## config.mk

```make
export PLATFORM = sky130hd
export DESIGN_NAME = i2c_bitbang_byte_writer
export DESIGN_NICKNAME = d
export VERILOG_FILES = /design/src/design/i2cbw_pkg.sv /design/src/design/i2cbw_front.sv /design/src/design/i2cbw_cmd_q.sv /design/src/design/i2cbw_back.sv /design/src/design/i2c_bitbang_byte_writer.sv
export SDC_FILE = /design/constraint.sdc
export NUM_CORES = 1
export LEC_CHECK = 0
export ABC_AREA = 1
export BUFFER_PORTS_ARGS = -buffer_cell sky130_fd_sc_hd__buf_2
export CELL_PAD_IN_SITES_DETAIL_PLACEMENT = 1
export CELL_PAD_IN_SITES_GLOBAL_PLACEMENT = 1
export CORE_MARGIN = 2
export CORE_UTILIZATION = 45
export CTS_CLUSTER_DIAMETER = 30
export DETAILED_ROUTE_END_ITERATION = 8
export PLACE_DENSITY = 0.85
export SYNTH_ARGS = -nofsm -noshare
export SYNTH_HDL_FRONTEND = slang
export SYNTH_SLANG_ARGS = --single-unit
```

## constraint.sdc

```tcl
create_clock -name clk -period 2.5 [get_ports clk]
set_input_delay 0.5 -clock clk [delete_from_list [all_inputs] [get_ports clk]]
set_output_delay 0.5 -clock clk [all_outputs]
set_load 0.05 [all_outputs]
```

## src/design/i2cbw_pkg.sv

```systemverilog
// Shared types and constants for the I2C bit-bang byte writer.
package i2cbw_pkg;

  localparam int unsigned ByteW = 8;

  localparam logic SEL_CLOCK = 1'b0;
  localparam logic SEL_DATA  = 1'b1;

  typedef struct packed {
    logic [ByteW-1:0] byte_value;
    logic             send_start;
    logic             send_stop;
  } cmd_t;

endpackage

```

## src/design/i2cbw_front.sv

```systemverilog
// Front end: input request register that hands byte commands to the command queue.
module i2cbw_front (
  input  logic                    clk,
  input  logic                    rst_n,
  input  logic                    in_push,
  output logic                    in_full,
  input  logic [7:0]              in_byte_value,
  input  logic                    in_send_start,
  input  logic                    in_send_stop,
  output logic                    q_push,
  input  logic                    q_full,
  output i2cbw_pkg::cmd_t         q_cmd
);
  import i2cbw_pkg::*;

  logic in_valid_r;
  logic in_valid_nxt;
  cmd_t cmd_r;
  logic accept;

  assign in_full = in_valid_r && q_full;
  assign accept  = in_push && !in_full;
  assign q_push  = in_valid_r && !q_full;
  assign q_cmd   = cmd_r;

  assign in_valid_nxt = accept || (in_valid_r && q_full);

  always_ff @(posedge clk) begin
    if (!rst_n) begin
      in_valid_r <= 1'b0;
    end else begin
      in_valid_r <= in_valid_nxt;
    end
  end

  always_ff @(posedge clk) begin
    if (accept) begin
      cmd_r.byte_value <= in_byte_value;
      cmd_r.send_start <= in_send_start;
      cmd_r.send_stop  <= in_send_stop;
    end
  end

endmodule

```

## src/design/i2cbw_cmd_q.sv

```systemverilog
// Small flop-based command queue between the front end and the sequencer.
module i2cbw_cmd_q #(
  parameter int unsigned DEPTH = 2
) (
  input  logic            clk,
  input  logic            rst_n,
  input  logic            push,
  input  i2cbw_pkg::cmd_t push_cmd,
  output logic            full,
  input  logic            pop,
  output logic            valid,
  output i2cbw_pkg::cmd_t pop_cmd
);
  import i2cbw_pkg::*;

  localparam int unsigned PtrW = (DEPTH > 1) ? $clog2(DEPTH) : 1;
  localparam int unsigned CntW = $clog2(DEPTH + 1);
  localparam logic [PtrW-1:0] LastPtr = PtrW'(DEPTH - 1);
  localparam logic [CntW-1:0] FullCnt = CntW'(DEPTH);

  cmd_t            mem_r [DEPTH];
  logic [PtrW-1:0] wr_ptr_r, wr_ptr_nxt;
  logic [PtrW-1:0] rd_ptr_r, rd_ptr_nxt;
  logic [CntW-1:0] cnt_r, cnt_nxt;
  logic            do_push, do_pop;

  assign full    = (cnt_r == FullCnt);
  assign valid   = (cnt_r != '0);
  assign pop_cmd = mem_r[rd_ptr_r];
  assign do_push = push && !full;
  assign do_pop  = pop && valid;

  always_comb begin
    wr_ptr_nxt = wr_ptr_r;
    rd_ptr_nxt = rd_ptr_r;
    cnt_nxt    = cnt_r;
    if (do_push) begin
      wr_ptr_nxt = (wr_ptr_r == LastPtr) ? '0 : wr_ptr_r + 1'b1;
    end
    if (do_pop) begin
      rd_ptr_nxt = (rd_ptr_r == LastPtr) ? '0 : rd_ptr_r + 1'b1;
    end
    if (do_push && !do_pop) begin
      cnt_nxt = cnt_r + 1'b1;
    end else if (do_pop && !do_push) begin
      cnt_nxt = cnt_r - 1'b1;
    end
  end

  always_ff @(posedge clk) begin
    if (!rst_n) begin
      wr_ptr_r <= '0;
      rd_ptr_r <= '0;
      cnt_r    <= '0;
    end else begin
      wr_ptr_r <= wr_ptr_nxt;
      rd_ptr_r <= rd_ptr_nxt;
      cnt_r    <= cnt_nxt;
    end
  end

  always_ff @(posedge clk) begin
    if (do_push) begin
      mem_r[wr_ptr_r] <= push_cmd;
    end
  end

endmodule

```

## src/design/i2cbw_back.sv

```systemverilog
// Back end: pin update sequencer with its output register.
module i2cbw_back (
  input  logic            clk,
  input  logic            rst_n,
  input  logic            q_valid,
  input  i2cbw_pkg::cmd_t q_cmd,
  output logic            q_pop,
  output logic            out_empty,
  input  logic            out_pop,
  output logic            out_pin_select,
  output logic            out_pin_level,
  output logic            out_last_step
);
  import i2cbw_pkg::*;

  typedef enum logic [1:0] {
    S_START,
    S_DATA,
    S_ACK,
    S_STOP
  } phase_t;

  phase_t     state_r, state_nxt;
  logic       busy_r, busy_nxt;
  logic [1:0] sub_r, sub_nxt;
  logic [2:0] bit_r, bit_nxt;
  logic [7:0] shift_r, shift_nxt;
  logic       stop_r, stop_nxt;

  logic out_valid_r, out_valid_nxt;
  logic sel_r, sel_nxt;
  logic lvl_r, lvl_nxt;
  logic last_r, last_nxt;

  logic out_ready;
  logic adv;
  logic step_sel, step_lvl, step_last;
  logic load;

  assign out_ready = !out_valid_r || out_pop;
  assign adv       = busy_r && out_ready;
  assign out_empty = !out_valid_r;
  assign out_pin_select = sel_r;
  assign out_pin_level  = lvl_r;
  assign out_last_step  = last_r;

  always_comb begin
    step_sel  = SEL_CLOCK;
    step_lvl  = 1'b0;
    step_last = 1'b0;
    unique case (state_r)
      S_START: begin
        step_sel = sub_r[0] ? SEL_CLOCK : SEL_DATA;
        step_lvl = !sub_r[1];
      end
      S_DATA: begin
        step_sel = (sub_r == 2'd0) ? SEL_DATA : SEL_CLOCK;
        step_lvl = (sub_r == 2'd0) ? shift_r[7] : (sub_r == 2'd1);
      end
      S_ACK: begin
        step_sel  = (sub_r == 2'd0) ? SEL_DATA : SEL_CLOCK;
        step_lvl  = (sub_r != 2'd2);
        step_last = (sub_r == 2'd2) && !stop_r;
      end
      S_STOP: begin
        step_sel  = (sub_r == 2'd1) ? SEL_CLOCK : SEL_DATA;
        step_lvl  = (sub_r != 2'd0);
        step_last = (sub_r == 2'd2);
      end
      default: begin
        step_sel = SEL_CLOCK;
      end
    endcase
  end

  assign load  = q_valid && (!busy_r || (adv && step_last));
  assign q_pop = load;

  always_comb begin
    state_nxt = state_r;
    busy_nxt  = busy_r;
    sub_nxt   = sub_r;
    bit_nxt   = bit_r;
    shift_nxt = shift_r;
    stop_nxt  = stop_r;
    if (adv) begin
      sub_nxt = sub_r + 2'd1;
      unique case (state_r)
        S_START: begin
          if (sub_r == 2'd3) begin
            state_nxt = S_DATA;
            sub_nxt   = 2'd0;
          end
        end
        S_DATA: begin
          if (sub_r == 2'd2) begin
            sub_nxt   = 2'd0;
            shift_nxt = {shift_r[6:0], 1'b0};
            bit_nxt   = bit_r + 3'd1;
            if (bit_r == 3'd7) begin
              state_nxt = S_ACK;
            end
          end
        end
        S_ACK: begin
          if (sub_r == 2'd2) begin
            sub_nxt   = 2'd0;
            state_nxt = S_STOP;
          end
        end
        S_STOP: begin
          if (sub_r == 2'd2) begin
            sub_nxt = 2'd0;
          end
        end
        default: begin
          sub_nxt = 2'd0;
        end
      endcase
      if (step_last) begin
        busy_nxt = 1'b0;
      end
    end
    if (load) begin
      busy_nxt  = 1'b1;
      state_nxt = q_cmd.send_start ? S_START : S_DATA;
      sub_nxt   = 2'd0;
      bit_nxt   = 3'd0;
      shift_nxt = q_cmd.byte_value;
      stop_nxt  = q_cmd.send_stop;
    end
  end

  always_comb begin
    out_valid_nxt = out_valid_r;
    sel_nxt       = sel_r;
    lvl_nxt       = lvl_r;
    last_nxt      = last_r;
    if (out_ready) begin
      out_valid_nxt = adv;
      sel_nxt       = step_sel;
      lvl_nxt       = step_lvl;
      last_nxt      = step_last;
    end
  end

  always_ff @(posedge clk) begin
    if (!rst_n) begin
      state_r     <= S_START;
      busy_r      <= 1'b0;
      sub_r       <= 2'd0;
      bit_r       <= 3'd0;
      stop_r      <= 1'b0;
      out_valid_r <= 1'b0;
    end else begin
      state_r     <= state_nxt;
      busy_r      <= busy_nxt;
      sub_r       <= sub_nxt;
      bit_r       <= bit_nxt;
      stop_r      <= stop_nxt;
      out_valid_r <= out_valid_nxt;
    end
  end

  always_ff @(posedge clk) begin
    shift_r <= shift_nxt;
    sel_r   <= sel_nxt;
    lvl_r   <= lvl_nxt;
    last_r  <= last_nxt;
  end

`ifndef SYNTHESIS
  a_pop_at_boundary: assert property (@(posedge clk) disable iff (!rst_n)
    q_pop |-> (!busy_r || (adv && step_last)))
    else $error("command taken in the middle of a byte");

  a_sub_range: assert property (@(posedge clk) disable iff (!rst_n)
    (busy_r && state_r != S_START) |-> (sub_r != 2'd3))
    else $error("step counter out of range");

  a_last_ends_byte: assert property (@(posedge clk) disable iff (!rst_n)
    (adv && step_last) |=> (!busy_r || (sub_r == 2'd0 && bit_r == 3'd0 &&
      (state_r == S_START || state_r == S_DATA))))
    else $error("sequencer did not restart after final pin update");

  a_last_phase: assert property (@(posedge clk) disable iff (!rst_n)
    (adv && step_last) |-> (state_r == S_ACK || state_r == S_STOP))
    else $error("final pin update outside acknowledge or stop");
`endif

endmodule

```

## src/design/i2c_bitbang_byte_writer.sv

```systemverilog
// Top level of the I2C bit-bang byte writer: front end, command queue, sequencer.
// A request's first pin update reaches the result ports through the input register, the
// command queue, the sequencer state and the sequencer output register when the block is idle.
// Throughput: one pin update per cycle from the sequencer unless the full output register
// waits for out_pop; the next byte follows with no gap.
// Reset (synchronous, active low) empties the input register, queue and output register.
module i2c_bitbang_byte_writer #(
  parameter int unsigned CMD_DEPTH = 2
) (
  input  logic       clk,
  input  logic       rst_n,
  input  logic       in_push,
  output logic       in_full,
  input  logic [7:0] in_byte_value,
  input  logic       in_send_start,
  input  logic       in_send_stop,
  output logic       out_empty,
  input  logic       out_pop,
  output logic       out_pin_select,
  output logic       out_pin_level,
  output logic       out_last_step
);
  import i2cbw_pkg::*;

  cmd_t front_cmd;
  cmd_t back_cmd;
  logic q_push, q_full, q_pop, q_valid;

  i2cbw_front u_front (
    .clk           (clk),
    .rst_n         (rst_n),
    .in_push       (in_push),
    .in_full       (in_full),
    .in_byte_value (in_byte_value),
    .in_send_start (in_send_start),
    .in_send_stop  (in_send_stop),
    .q_push        (q_push),
    .q_full        (q_full),
    .q_cmd         (front_cmd)
  );

  i2cbw_cmd_q #(
    .DEPTH (CMD_DEPTH)
  ) u_cmd_q (
    .clk      (clk),
    .rst_n    (rst_n),
    .push     (q_push),
    .push_cmd (front_cmd),
    .full     (q_full),
    .pop      (q_pop),
    .valid    (q_valid),
    .pop_cmd  (back_cmd)
  );

  i2cbw_back u_back (
    .clk            (clk),
    .rst_n          (rst_n),
    .q_valid        (q_valid),
    .q_cmd          (back_cmd),
    .q_pop          (q_pop),
    .out_empty      (out_empty),
    .out_pop        (out_pop),
    .out_pin_select (out_pin_select),
    .out_pin_level  (out_pin_level),
    .out_last_step  (out_last_step)
  );

endmodule
```

== Word level (Yosys, flattened, before mapping) ==
Memory sizes are Yosys's and may differ from the RTL's. A register that Yosys moved wholly into a read port is not among the register bits.
Cells that the tools add are included.
Word-level totals
  bits in writable memories: 20
  output and inout bits: 5
  register bits: 36
  memories kept: 1
  bits of input ports: 14
Memories
  u_cmd_q.mem_r: words 2, bits a word 10, rd ports 1, clocked after Yosys merged registers in 1, wr ports 1, RTL line i2cbw_cmd_q.sv:21  | cmd_t mem_r [DEPTH];
Operators by class
  equality and inequality tests: 13
  reduce and logical (&&, ||, !) cells: 39
  multiplexer cells: 33
  add/sub/neg operators: 6
  bitwise gates (word level): 1
Operators by type and width (count)
  $mux 8: 4
  $mux 2: 10
  $mux 1: 14
  $reduce_bool 2->1: 7
  $ne 3x2->1 const B: 4
  $logic_and 1x1->1: 11
  $eq 2x2->1 const B: 5
  $logic_not 1->1: 8
  $pmux 2 s3: 1
  $reduce_and 3->1: 2
  $reduce_and 6->1: 1
  $add 2x1->2 const B: 2
  $eq 2x1->1 const B: 2
  $logic_not 2->1: 2
  $pmux 1 s4: 1
  $pmux 2 s2: 1
  $reduce_bool 4->1: 1
  $reduce_or 2->1: 2
  $add 3x1->3 const B: 1
  $eq 3x3->1 const B: 1
  $logic_or 1x1->1: 3
  $pmux 1 s3: 1
  $reduce_or 3->1: 1
  $add 1x1->1 const B: 2
  5 further kinds: 5

== Depth between registers and ports, before layout ==
Gate-level depths: netlist of the first run.
  depth after elaboration: 10
  depth in mapped cells: 12
  depth with buffers taken out: 12

== Modules after synthesis ==
A second synthesis of the first run with hierarchy kept.
Unflattened totals
  cell total of the unflattened synthesis: 221
  area, all modules: 2478.6 µm²
By module, submodules not included
  i2cbw_back: times used 1, seq. area each 530.5 µm², area an instance 1153.6 µm², cells an instance 134
  i2cbw_cmd_q: times used 1, seq. area each 700.7 µm², area an instance 967.2 µm², cells an instance 68
  i2cbw_front: times used 1, seq. area each 320.3 µm², area an instance 357.8 µm², cells an instance 19

== Worst setup path before layout of the first run ==
OpenSTA, ideal clock, no wires.
  kind: register to register
  from: reg u_cmd_q.cnt_r[1]
  to: reg u_front.cmd_r, in the netlist u_front.q_cmd[0] (enable)
  data required time: 2217 ps
  cell stages (with the launch flop): 6
  arrival time: 1877 ps
  slack: 339 ps
  path through: dfxtp_1 > inv_1 > nor3_1 > inv_1 > nand2_1 > inv_1
On the way
  longest elaborated chain between the ends: 4
Ends and longest elaborated chain
  start, declared: RTL line i2cbw_cmd_q.sv:24  | logic [CntW-1:0] cnt_r, cnt_nxt;
  start signal, assigned: RTL line i2cbw_cmd_q.sv:58  | cnt_r <= cnt_nxt;
  $eq 2x2->1: RTL line i2cbw_cmd_q.sv:27  | assign full = (cnt_r == FullCnt);
  $logic_and 1x1->1: RTL line i2cbw_front.sv:21  | assign in_full = in_valid_r && q_full;
  named net in_full: RTL line i2c_bitbang_byte_writer.sv:13  | output logic in_full,
  $logic_not 1->1: RTL line i2cbw_front.sv:22  | assign accept = in_push && !in_full;
  $logic_and 1x1->1: RTL line i2cbw_front.sv:22
  named net u_front.accept: RTL line i2cbw_front.sv:19  | logic accept;
  end, declared: RTL line i2cbw_front.sv:18  | cmd_t cmd_r;
The timed path passes the listed nets, and every way through them passes these cells.
A chain may end at the register's enable or synchronous reset.

== Final worst setup path of the first run ==
  from: reg u_back.sub_r[0]
  to: reg u_cmd_q.cnt_r[1]
On the way
  longest elaborated chain between the ends: 10
  elaborated cells on any way between the ends: 12
  those cells by class: 1 x eq/ne; 2 x mux; 9 x reduce/logical
Ends and longest elaborated chain
  start, declared: RTL line i2cbw_back.sv:25  | logic [1:0] sub_r, sub_nxt;
  start signal, assigned: RTL line i2cbw_back.sv:158  | sub_r <= sub_nxt;
  $eq 2x2->1 (*): RTL line i2cbw_back.sv:63, i2cbw_back.sv:68
  $logic_and 1x1->1: RTL line i2cbw_back.sv:63  | step_last = (sub_r == 2'd2) && !stop_r;
  $pmux 1 s2 (*): RTL line i2cbw_back.sv:51  | unique case (state_r)
  named net u_back.step_last: RTL line i2cbw_back.sv:37  | logic step_sel, step_lvl, step_last;
  $logic_and 1x1->1 (*): RTL line i2cbw_back.sv:76  | assign load = q_valid && (!busy_r || (adv && step_last));
  $logic_or 1x1->1 (*): RTL line i2cbw_back.sv:76
  $logic_and 1x1->1 (*): RTL line i2cbw_back.sv:76
  $logic_and 1x1->1 (*): RTL line i2cbw_cmd_q.sv:31  | assign do_pop = pop && valid;
  $logic_not 1->1: RTL line i2cbw_cmd_q.sv:43  | if (do_push && !do_pop) begin
  $logic_and 1x1->1: RTL line i2cbw_cmd_q.sv:43
  $mux 2 / $reduce_bool 2->1 (equally long branches)
Mark *: on every way through the listed nets, which the timed path passes. The rest lies on a longest branch.

==> results by group, run 1 <==
Cells and area
  – Nets: 267
  – Design Area, Final: 0.00278 mm²
  – P&R area growth vs syn: 15.6%
  – N_diodes: 0
  – Share of layout cells above drive strength 1: 18.0%

Hold path
  – Hold path cells: 1
  – HP Class: primary input to flip-flop

Route
  – Drt via density: 5.09
  – Vias: 1604
  – Drt wl/cell: 15.1 µm
  – # DRC: 0
  – Wirelength, routed: 4750 µm
  – DRT antenna net count: 0
  – Drt initial violations: 47
  – Initial DRT Pass Iterations: 4

Clock tree
  – Clock-pin slew on the worst setup and hold paths: 70 ps
  – H-tree Lvls: 3
  – Clk sinks: 57
  – Root buffer cell: clkbuf_8
  – CTS Buffer Depth: 2
  – CTS tree: built
  – # hold bufs at CTS: 0
  – Postcts setup bufs: 0
  – Cts bufs inserted: 9
  – PostCTS Resize Cnt: 0
  – Worst skew pair latency: 330 ps

Global route
  – Largest net degree at the start of global routing: 18
  – First-pass GRT wire length: 8130 µm
  – Number of antenna violations at the first check in global routing: 0
  – GRT Util Overall: 18.0%
  – Number of global-route vias before repair: 1782
  – Total gr overflow: 0

Critical path
  – Reg2Reg Depth: 12
  – CP Max Fanout: 10
  – CP endpoint kind: flip-flop
  – Data required, critical path: 2720 ps
  – Critical Path Source Type: flip-flop
  – Crit Path Class: flip-flop to flip-flop
  – Crit path DAT: 2360 ps

Floorplanning
  – # IOs: 19
  – Initial core utilization: 46.7%
  – Row count: 26
  – Area of the die: 0.00594 mm²
  – Die Y: 77.1 µm
  – Chip Width: 77.1 µm
  – CORE AREA: 0.00514 mm²

Pwr
  – Total chip power: 3.27 mW
  – Pwr/cell area: 1180 mW/mm²
  – Worst vdd ir: 535 µV
  – Leak Pwr: 1.11 nW

STA
  – Fmax: 467 MHz
  – Part of the cycle the worst path needs: 85.6%
  – Clock skew: 10.7 ps
  – Min Tclk post-route: 2140 ps
  – Setup Total Neg Slack: 0 ps
  – RSZ-0062 raised after global routing: no
  – Fin. max-slew vios: 0
  – Hold Vio Cnt, Final: 0
  – Worst-margin pin slew: 468 ps
  – Final-report setup violation count: 0
  – Slew headroom: 68.5%
  – Final hold slack: 342 ps

Synthesis
  – Count of cell types in the netlist: 29
  – Synth warnings: 0
  – Synth Register Bits: 57
  – Post-Syn Area: 0.00240 mm²
  – Seq/Total Area, Yosys: 64.6%
  – Yosys top cell by area: edfxtp_1
  – Synth Net Count: 239
  – Post-synth top area share: 51.3%
  – Mean cell area of the mapped netlist: 11.3 µm²
  – Synth Instances: 213
  – Synth area leaders: edfxtp_1, dfxtp_1, nand2_1

Status
  – Status: complete, no violations

Place
  – Input/output buffers: 18
  – Dpl cell area: 0.00257 mm²
  – Hpwl dp: 3330 µm
  – GPL Wtd Cong: 0.751

Run
  – Max cap viols: 0
[cells in the mapped netlist (all sizes together)]
library cell,n
ha,12
o22ai,1
clkinv,2
edfxtp,41
nand3,6
o21ai,10
nand2,49
o21a,1
inv,24
a21boi,1
a32oi,1
nor2,16
xor2,1
clkbuf,2
a31oi,7
buf,2
a22oi,1
o211ai,1
a21oi,17
mux2i,1
nor3,1
dfxtp,16
[power by group]
part | total (mW) | switching, mW | internal (mW)
clock | 0.907 | 0.356 | 0.551
combinational | 0.996 | 0.683 | 0.313
sequential | 1.36 | 0.113 | 1.25
total | 3.27 | 1.15 | 2.11
[logic make-up (layout without fill, tap and decap cells)]
logic type | after synthesis | count (layout) | synth area share, %
AOI/OAI and AO/OA | 40 | 40 | 10.4
adders and majority gates | 12 | 12 | 6.25
xor gates and xnor gates | 1 | 1 | 0.365
and+or+nand+nor | 72 | 72 | 12.3
DFF | 57 | 57 | 64.6
muxes | 1 | 1 | 0.417
buffers and inverters | 30 | 62 | 5.63
[area by class of cell]
class	instances	area (µm²)
fillers	589	2360
flip-flops and latches	57	1550
multi-input cells	126	716
clock buffers	9	124
repair buffers	21	113
inverters	26	103
well taps	70	87.6
clock inverters	6	83.8
[sequential cells by signal (all words and copies together) (netlist names), 2 cells and up, named ones only]
signal,count
u_back.bit_r,3
u_back.shift_r,8
u_back.state_r,2
u_back.sub_r,2
u_front.q_cmd,10
u_cmd_q.mem_r,20
u_cmd_q.cnt_r,2
[routing by layer]
metal / global-route usage (%) / vias up / share of wire [%] / wire (µm)
met5: 0 / - / 0 / 0
met4: 8.04 / 0 / 2.2 / 105
met3: 5.53 / 10 / 3.3 / 155
met2: 32.5 / 32 / 52 / 2450
met1: 19.3 / 785 / 43 / 2030
li1: - / 777 / - / -
[final timing paths]
kind	startpoint	endpoint	slack, ps
max	u_back.sub_r[0]$_SDFFE_PP0P_	u_cmd_q.cnt_r[1]$_SDFFE_PN0P_	360
min	in_byte_value[0]	u_front.q_cmd[2]$_DFFE_PP_	340
max reg2reg	u_back.sub_r[0]$_SDFFE_PP0P_	u_cmd_q.cnt_r[1]$_SDFFE_PN0P_	360
min reg2reg	u_front.q_cmd[6]$_DFFE_PP_	u_cmd_q.mem_r[0][6]$_DFFE_PP_	450
[worst max-delay path, stage by stage (launching register included)]
cell,delay [ps]
dfxtp_1,420
inv_1,110
ha_1,250
nand3_1,100
nand2_1,80
nand2_2,70
nand2_2,80
nand2_4,150
ha_1,280
a21oi_1,120
o21ai_0,120
o21ai_0,180
a21oi_1,50
[stage by stage]
stage / worst slack (ps) / cells / util (%)
after global placement: 536 / 300 / 50.0
after CTS: 370 / 315 / 54.0
after global routing: 145 / 315 / 54.0
final: 359 / 315 / 54.0
after detailed placement: 393 / 300 / 50.0
after floorplan: 339 / 213 / -
[cells in the final DEF, fill, tap and decap left out, types with 2 or more instances in the layout]
master	netlist	final
nand2_1	45	45
edfxtp_1	41	41
inv_1	24	24
buf_2	1	18
a21oi_1	16	16
dfxtp_1	16	16
nor2_1	15	15
ha_1	12	12
o21ai_0	10	10
clkbuf_8	0	9
nand3_1	6	6
a31oi_1	6	6
nand2_2	3	3
clkinv_2	0	3
buf_4	0	3
clkinv_4	1	2
bufinv_16	0	2
No activity file was read; power rests on OpenSTA's default activity.
==> run 2, diff against run 1 <==
- RECOVER_POWER: default -> 100
==> results by group, run 2 (synthesis results as in run 1) <==
Status
  – Status: complete, no violations

Pwr
  – Sw Ratio: 35.3%
  – Worst vdd ir: 535 µV
  – Int Power: 2.09 mW
  – Leak Pwr: 1.08 nW
  – P_sw: 1.14 mW
  – Clk pwr share: 28.1%
  – Comb power frac: 29.7%
  – Pwr/cell area: 1170 mW/mm²
  – Register share of total power: 42.2%
  – Total chip power: 3.23 mW

Floorplanning
  – Area of the die: 0.00594 mm²
  – CORE AREA: 0.00514 mm²
  – Row count: 26
  – # IOs: 19
  – Initial core utilization: 46.7%
  – Die Y: 77.1 µm
  – Chip Width: 77.1 µm

STA
  – Clock skew: 10.3 ps
  – Fin worst setup slack: 314 ps
  – Setup Total Neg Slack: 0 ps
  – Fin. max-slew vios: 0
  – Fmax: 457 MHz
  – Hold Vio Cnt, Final: 0
  – Final-report setup violation count: 0
  – Worst-margin pin slew: 588 ps
  – Min Tclk post-route: 2190 ps
  – Part of the cycle the worst path needs: 87.4%
  – Slew headroom: 60.8%
  – RSZ-0062 raised after global routing: no
  – Final hold slack: 341 ps

Critical path
  – Most used cell, CP: nand2_1
  – Levels on crit path: 9
  – CP bufs+invs: 2
  – CP Max Fanout: 10
  – Reg2Reg Depth: 9
  – Crit path DAT: 2160 ps
  – Crit Path Class: flip-flop to flip-flop
  – CP max-delay cell: clkbuf_1
  – Reg2reg setup slack: 310 ps
  – Reg-to-Reg End: u_back.shift_r[0]$_SDFFCE_PN0P_
  – Critical Path Source Type: flip-flop
  – CP endpoint kind: flip-flop
  – Critical path's top delay family: buffers and inverters
  – R2R Path Start: u_back.sub_r[0]$_SDFFE_PP0P_
  – Biggest cell delay along the critical path: 390 ps
  – Data required, critical path: 2480 ps
  – Crit-path cells: inv_1 > ha_1 > nand3_1 > nand2_1 > nand2_2 > nand2_1 > nand2_4 > a21boi_0 > clkbuf_1

Clock tree
  – Clock-pin slew on the worst setup and hold paths: 70 ps
  – Worst skew pair latency: 330 ps
  – Cts bufs inserted: 9
  – H-tree Lvls: 3
  – CTS Buffer Depth: 2
  – CTS tree: built
  – Postcts setup bufs: 0
  – Clk sinks: 57
  – Root buffer cell: clkbuf_8
  – # hold bufs at CTS: 0
  – PostCTS Resize Cnt: 0

Route
  – Drt initial violations: 48
  – DRT antenna net count: 0
  – Initial DRT Pass Iterations: 4
  – Vias: 1591
  – Drt via density: 5.05
  – Wirelength, routed: 4740 µm
  – Drt wl/cell: 15.0 µm
  – # DRC: 0

Cells and area
  – Commonest non-fill, non-tap cell in the layout: nand2_1
  – N_diodes: 0
  – Biggest register: u_cmd_q.mem_r
  – Fillers: 591
  – Utilization after layout: 53.5%
  – Nets: 267
  – Largest register FFs: 20
  – Share of layout cells above drive strength 1: 13.1%
  – Most frequent cells in the layout: nand2_1, edfxtp_1, inv_1
  – P&R area growth vs syn: 14.4%

Global route
  – First-pass GRT wire length: 8130 µm
  – Largest net degree at the start of global routing: 18
  – Number of global-route vias before repair: 1782
  – GRT Util Overall: 18.0%
  – Total gr overflow: 0
  – Number of antenna violations at the first check in global routing: 0

Place
  – Hpwl dp: 3330 µm
  – Input/output buffers: 18
  – GPL Wtd Cong: 0.751
  – Pre-CTS setup slack: 393 ps

Run
  – Max cap viols: 0

Hold path
  – Hold path start: in_byte_value[0]
  – HP Class: primary input to flip-flop
  – Hold path cells: 1
  – Hold EP: u_front.q_cmd[2]$_DFFE_PP_
[run 2: changes by cell type in the layout (fill, tap and decap cells not counted)]
cell	previous run	this run
nor2_1	15	16
inv_1	24	25
buf_4	3	0
nand2_2	3	1
buf_2	18	13
clkinv_4	2	1
nor2_2	1	0
clkbuf_1	0	8
nand2_1	45	47
[run 2: worst max path at each step]
stage                                      endpoint                     startpoint
global placement      u_cmd_q.cnt_r[1]$_SDFFE_PN0P_                        out_pop
global route          u_cmd_q.cnt_r[1]$_SDFFE_PN0P_   u_back.sub_r[0]$_SDFFE_PP0P_
detailed placement    u_cmd_q.cnt_r[1]$_SDFFE_PN0P_   u_back.sub_r[0]$_SDFFE_PP0P_
finish              u_back.shift_r[0]$_SDFFCE_PN0P_   u_back.sub_r[0]$_SDFFE_PP0P_
CTS                   u_cmd_q.cnt_r[1]$_SDFFE_PN0P_   u_back.sub_r[0]$_SDFFE_PP0P_
floorplan                u_front.q_cmd[0]$_DFFE_PP_  u_cmd_q.cnt_r[1]$_SDFFE_PN0P_
[run 2: power groups by stage]
| stage | Combinational, mW | Sequential (mW) | Clock [mW] |
|---|---|---|---|
| finish | 0.959 | 1.36 | 0.906 |
| CTS | 1.00 | 1.36 | 0.924 |
| global placement | 0.919 | 1.37 | 0 |
| floorplan | 0.730 | 1.40 | 0 |
| global route | 1.09 | 1.39 | 0.956 |
| detailed placement | 0.969 | 1.38 | 0 |
[run 2: final cells by class]
cell class	count	area (µm²)	share of cell area [%]
sequential	57	1550	56.5
multi-input combinational	126	708	25.8
clock buffer	9	124	4.51
inverter	26	97.6	3.55
timing repair buffer	21	95.1	3.46
tap	70	87.6	3.19
clock inverter	6	83.8	3.05
[run 2: stage by stage]
stage / instance area (µm²) / instances
2_1_floorplan: 2400 / 213
5_1_grt: 2750 / 315
3_5_place_dp: 2570 / 300
4_1_cts: 2780 / 315
6_report: 2750 / 315
3_3_place_gp: 2570 / 300
[run 2: routing by layer]
metal	global-route usage, %	wire (µm)	part of all wire [%]
met3	5.53	163	3.4
met1	19.3	2010	42
met2	32.5	2460	52
met5	0	0	0
met4	8.04	105	2.2
